**src/sv/alle_pkg.sv**
```systemverilog
// shared constants and codes for the array linked list engine
package alle_pkg;

   localparam int CAPACITY_DEF = 128;
   localparam int VALUE_W      = 32;
   localparam int OP_W         = 3;
   localparam int IDX_IN_W     = 7;
   localparam int NODE_W       = 8;
   localparam int STATUS_W     = 2;

   // operation codes
   localparam logic [OP_W-1:0] OP_CLEAR      = 3'd0;
   localparam logic [OP_W-1:0] OP_ALLOC      = 3'd1;
   localparam logic [OP_W-1:0] OP_INSERT     = 3'd2;
   localparam logic [OP_W-1:0] OP_DELETE     = 3'd3;
   localparam logic [OP_W-1:0] OP_FIND_VALUE = 3'd4;
   localparam logic [OP_W-1:0] OP_FIND_POS   = 3'd5;

   // response status codes
   localparam logic [STATUS_W-1:0] STATUS_OK        = 2'd0;
   localparam logic [STATUS_W-1:0] STATUS_NOT_FOUND = 2'd1;
   localparam logic [STATUS_W-1:0] STATUS_FULL      = 2'd2;
   localparam logic [STATUS_W-1:0] STATUS_BAD       = 2'd3;

   // result node when there is none
   localparam logic [NODE_W-1:0] NODE_NONE = 8'hFF;

endpackage

```
**src/sv/alle_ram.sv**
```systemverilog
// generic simple dual port ram with registered read
module alle_ram
   import alle_pkg::*;
#(
   parameter int WIDTH = VALUE_W,
   parameter int DEPTH = CAPACITY_DEF,
   localparam int AW = $clog2(DEPTH)
) (
   input  logic             clock,
   input  logic             wr_en,
   input  logic [AW-1:0]    wr_addr,
   input  logic [WIDTH-1:0] wr_data,
   input  logic [AW-1:0]    rd_addr,
   output logic [WIDTH-1:0] rd_data
);

   logic [WIDTH-1:0] mem_ff [DEPTH];
   logic [WIDTH-1:0] rd_data_ff;

   always_ff @(posedge clock) begin
      if (wr_en) begin
         mem_ff[wr_addr] <= wr_data;
      end
      rd_data_ff <= mem_ff[rd_addr];
   end

   assign rd_data = rd_data_ff;

endmodule

```
**config.mk**
```make
export PLATFORM = sky130hd
export DESIGN_NAME = alle_ram
export DESIGN_NICKNAME = d
export VERILOG_FILES = /design/src/sv/alle_pkg.sv /design/src/sv/alle_ram.sv
export SDC_FILE = /design/constraint.sdc
export NUM_CORES = 2
export LEC_CHECK = 0
export BUFFER_PORTS_ARGS = -buffer_cell sky130_fd_sc_hd__buf_2
export CORE_UTILIZATION = 45
export CTS_BUF_LIST = sky130_fd_sc_hd__clkbuf_8 sky130_fd_sc_hd__clkbuf_16
export CTS_CLUSTER_DIAMETER = 100
export DETAILED_ROUTE_END_ITERATION = 12
export REMOVE_ABC_BUFFERS = 1
export SLEW_MARGIN = 25
export SYNTH_ARGS = -nofsm -noshare
export SYNTH_HDL_FRONTEND = slang
export SYNTH_SLANG_ARGS = --single-unit
```
**constraint.sdc**
```tcl
create_clock -name clock -period 4.9 [get_ports clock]
set_input_delay 0.98 -clock clock [delete_from_list [all_inputs] [get_ports clock]]
set_output_delay 0.98 -clock clock [all_outputs]
set_load 0.03 [all_outputs]
```
* Word level (Yosys, flattened, before mapping)
Memories as Yosys holds them, arrays and structs flattened. A register that Yosys moved wholly into a read port is not among the register bits. Cells that the tools add are included.
Word-level totals: bits in registers 0, bits in writable memories 4096, word-level logic and storage cells 3, memories 1
Memory list:
- mem_ff | words 128, width 32, read ports 1, clocked after memory_dff 1, write ports 1, line alle_ram.sv:17 | logic [WIDTH-1:0] mem_ff [DEPTH];
Cells by class: mux-type cells 2
Operator list (count):
- 1-bit two-way mux | 2

* Logic depth before layout (Yosys ltp)
word-level depth 2, depth in mapped cells 8, depth with buffers taken out 4

* Worst setup path after synthesis
No wires, ideal clock.
path type input -> register, start point input wr_en, end point memory mem_ff[98][0] (netlist bit) (enable), library setup time 461 ps, arrival 3758 ps, data required time 4439 ps, setup slack 681 ps, cell stages on the path 3, cell sequence clkbuf_1 -> nand4_1 -> nor3_1
On the way: longest elaborated chain between the ends 2
Ends and longest elaborated chain:
- start: declaration | line alle_ram.sv:10 | input logic wr_en,
- 1-bit two-way mux | line alle_ram.sv:21 | if (wr_en) begin
- 1-bit two-way mux (not written as such) | line alle_ram.sv:22 | mem_ff[wr_addr] <= wr_data;
- end: declaration | line alle_ram.sv:17
No other way between the ends.

==> metrics.log <==
INFO  metric grt_max_degree = 98
INFO  metric r2r_end = rd_data[6]
INFO  metric finish.utilization = 51.82%
INFO  metric globalRoute.busiestLayer = met2
INFO  metric timing_worst_setup_path_type = input port to register
INFO  metric worst_hold_path.num_cells = 1
INFO  metric cts-hold-fix-buffers = 0
INFO  metric nFillCells = 26110
INFO  metric outcome = finished clean
INFO  metric worstSetupStartpointType = input port
INFO  metric drt-wirelength-per-cell = 35.88 um
INFO  metric via_per_inst = 6.160
INFO  metric num_rows = 216
INFO  metric worst_endpoint_data_arrival_time = 4240 ps
INFO  metric post-route-period-util = 70.12%
INFO  metric area_of_all_placed_cells_without_fillers = 179300 sq um
INFO  metric setup_total_negative_slack = 0 ps
INFO  metric cts.root.buffer_cell = sky130_fd_sc_hd__clkbuf_16
INFO  metric r2r_slack = 2270 ps
INFO  metric fp.coreArea = 345900 sq um
INFO  metric cts_htree_levels = 5
INFO  metric postRouteWirelength = 411800 um
INFO  metric crit_path_end_kind = register
INFO  metric num_clock_sinks = 4128
INFO  metric dpl_hpwl = 227000 um
INFO  metric drt_first_iter_violations = 9472
INFO  metric die_width = 591.3 um
INFO  metric cap_viol_max_count = 0
INFO  metric power.leakage = 0.05519 uW
INFO  metric yosys.cell_types.count = 17
INFO  metric floorplan.die.height = 591.3 um
INFO  metric die_area = 349600 sq um
INFO  metric timing.hold.worst.start = wr_data[4]
INFO  metric grt.met3_usage = 4.690%
INFO  metric globalRouteMet2Util = 37.48%
INFO  metric ys_seq_area_share = 79.12%
INFO  metric multi_input_comb_area = 32290 sq um
INFO  metric worstHoldPathType = input port to register
INFO  metric worst_margin_pin_slew = 1090 ps
INFO  metric drc = 0
INFO  metric netlist_instances = 5990
INFO  metric power.density_cell_area = 410.7 nW/um^2
INFO  metric cts.repair.resized = 0
INFO  metric globalRouteOverflowTotal = 0
INFO  metric number_of_antenna_violations_at_the_first_check_in_global_routing = 57
INFO  metric finalMaxSlewViolations = 0
INFO  metric worst_ep_required_time = 5710 ps
INFO  metric initial_core_util = 45.18%
INFO  metric tritoncts.num_buffers = 400
INFO  metric insertion_delay = 970 ps
INFO  metric tritoncts = done
INFO  metric grt_first_pass_wirelength = 571100 um
INFO  metric clock_path_buffers = 4
INFO  metric placed_instance_area = 166000 sq um
INFO  metric portBuffers = 79
INFO  metric fmax = 291.1 MHz
INFO  metric layout_setup_ws = 1464 ps
INFO  metric flow.area_growth_from_synthesis = 14.71%
INFO  metric synth_cell_area = 156300 sq um
INFO  metric sequential_cell_area = 123600 sq um
INFO  metric ir_drop = 0.3121 mV
INFO  metric groute.layer.met1.usage = 33.97%
INFO  metric yosysWarningCount = 0
INFO  metric min_delay_worst_endpoint = mem_ff[64][4]
INFO  metric rr_startpoint = mem_ff[50][6]
INFO  metric final_nets = 6556
INFO  metric fin_worst_skew = 58.05 ps
INFO  metric cell_depth_of_the_worst_flop_to_flop_path = 4
INFO  metric final-hold-violation-count = 0
INFO  metric synth-seq-cells = 4128
INFO  metric final-setup-viol-count = 0
INFO  metric drive_gt1_share = 36.65%
INFO  metric final_antenna_net_count = 0
INFO  metric grt_setup_unrepaired = false
INFO  metric clkSlewWorstSetupHoldPaths = 60 ps
INFO  metric crit_path_max_fanout = 40
INFO  metric critical_path.startpoint = rd_addr[0]
INFO  metric postCtsSetupBuffers = 0
INFO  metric grt_pass1_vias = 71600
INFO  metric via_count = 70690
INFO  metric drtPass1Iterations = 6
INFO  metric gr-usage-all-layers = 23.65%
INFO  metric io-pin-count = 80
INFO  metric globalplace.congestion = 0.8060
INFO  metric fin_crit = 3436 ps
INFO  metric postSynthAreaPerCell = 26.09 sq um
INFO  metric timing.max_slew.rel_slack = 27.32%
INFO  metric worst_setup_timing_slack_at_the_placement_stage = 487.7 ps
==> worst max path at each step <==
stage,depth (start not counted),to
3_3_place_gp,8,rd_data[4]
2_1_floorplan,3,mem_ff[102][0]
5_1_grt,8,rd_data[4]
3_5_place_dp,8,rd_data[4]
4_1_cts,8,rd_data[4]
6_report,8,rd_data[6]
==> cell families (layout without fill, tap and decap cells) <==
group                  after synthesis  in the layout  synth area share [%]
muxes                             1376           1376                 19.60
DFF                               4128           4128                 79.12
and+or+nand+nor                    170            170                0.4460
buffers and inverters              316           1169                0.8391
other                                0             55                     0
==> synth_stat cells <==
master,number,area (sq um)
sky130_fd_sc_hd__buf_1,50,187.7
sky130_fd_sc_hd__buf_2,79,395.4
sky130_fd_sc_hd__buf_4,3,22.52
sky130_fd_sc_hd__buf_6,2,22.52
sky130_fd_sc_hd__clkbuf_1,182,683.2
sky130_fd_sc_hd__dfxtp_1,32,640.6
sky130_fd_sc_hd__edfxtp_1,4096,123000
sky130_fd_sc_hd__mux2_2,32,360.4
sky130_fd_sc_hd__mux4_2,1344,30270
sky130_fd_sc_hd__nand2_1,14,52.55
sky130_fd_sc_hd__nand2b_1,2,12.51
sky130_fd_sc_hd__nand3_1,12,60.06
sky130_fd_sc_hd__nand4_1,3,18.77
sky130_fd_sc_hd__nor2_1,122,457.9
sky130_fd_sc_hd__nor2b_1,7,43.79
sky130_fd_sc_hd__nor3_1,9,45.04
sky130_fd_sc_hd__or3_1,1,6.260
==> critical path, cell delays in order <==
cell and delay, ps:
sky130_fd_sc_hd__buf_12 150, sky130_fd_sc_hd__buf_12 240, sky130_fd_sc_hd__buf_12 360, sky130_fd_sc_hd__buf_4 250, sky130_fd_sc_hd__mux4_2 490, sky130_fd_sc_hd__mux4_2 600, sky130_fd_sc_hd__mux4_2 660, sky130_fd_sc_hd__mux2_2 350
==> registers in the layout, summed over array words and instances (netlist names) <==
register  flops
mem_ff     4096
rd_data      32
==> layout by cell type, fill, tap and decap left out, types with 4 or more instances in the layout <==
master / n
sky130_fd_sc_hd__nand3_2: 4
sky130_fd_sc_hd__dfxtp_1: 32
sky130_fd_sc_hd__buf_16: 4
sky130_fd_sc_hd__clkinv_1: 88
sky130_fd_sc_hd__edfxtp_1: 4096
sky130_fd_sc_hd__clkinvlp_4: 7
sky130_fd_sc_hd__clkbuf_8: 16
sky130_fd_sc_hd__mux4_2: 1344
sky130_fd_sc_hd__bufinv_16: 40
sky130_fd_sc_hd__clkinv_4: 7
sky130_fd_sc_hd__buf_6: 9
sky130_fd_sc_hd__buf_2: 41
sky130_fd_sc_hd__buf_4: 280
sky130_fd_sc_hd__nor2b_1: 7
sky130_fd_sc_hd__inv_6: 6
sky130_fd_sc_hd__nor3_2: 9
sky130_fd_sc_hd__mux2_2: 32
sky130_fd_sc_hd__buf_12: 95
sky130_fd_sc_hd__clkinv_2: 72
sky130_fd_sc_hd__nand2_1: 11
sky130_fd_sc_hd__nand3_1: 8
sky130_fd_sc_hd__diode_2: 55
sky130_fd_sc_hd__inv_1: 84
sky130_fd_sc_hd__nor2_4: 119
sky130_fd_sc_hd__clkbuf_16: 411
==> metal layers <==
metal,vias to the layer above,part of all wire (%)
met5,-,0.024
met4,14,2.6
met3,443,8.8
met2,3114,48
met1,39610,41
li1,27510,-
==> metrics by stage <==
stage	hold WS [ps]	instances	total power, uW
after floorplan	1074	5674	41320
after global placement	1124	10680	43800
after detailed placement	1126	10680	43860
after CTS	334.0	11420	74100
after global routing	371.7	11450	75500
final	412.0	11480	73620
==> power breakdown <==
part | total, uW | internal (uW) | leakage [uW] | switching, uW
logic | 3930 | 1510 | 0.0114 | 2420
registers | 39200 | 39000 | 0.0371 | 163
clock network | 30500 | 17500 | 0.00672 | 13000
==> layout make-up <==
type | instances | share of cell area (%)
clock inverters | 310 | 1.390
multi-input cells | 1546 | 18.01
clock buffers | 427 | 5.860
well taps | 4578 | 3.195
diodes | 55 | 0.07678
flip-flops and latches | 4128 | 68.97
repair buffers | 432 | 2.491
No activity file was read; power rests on OpenSTA's default activity.
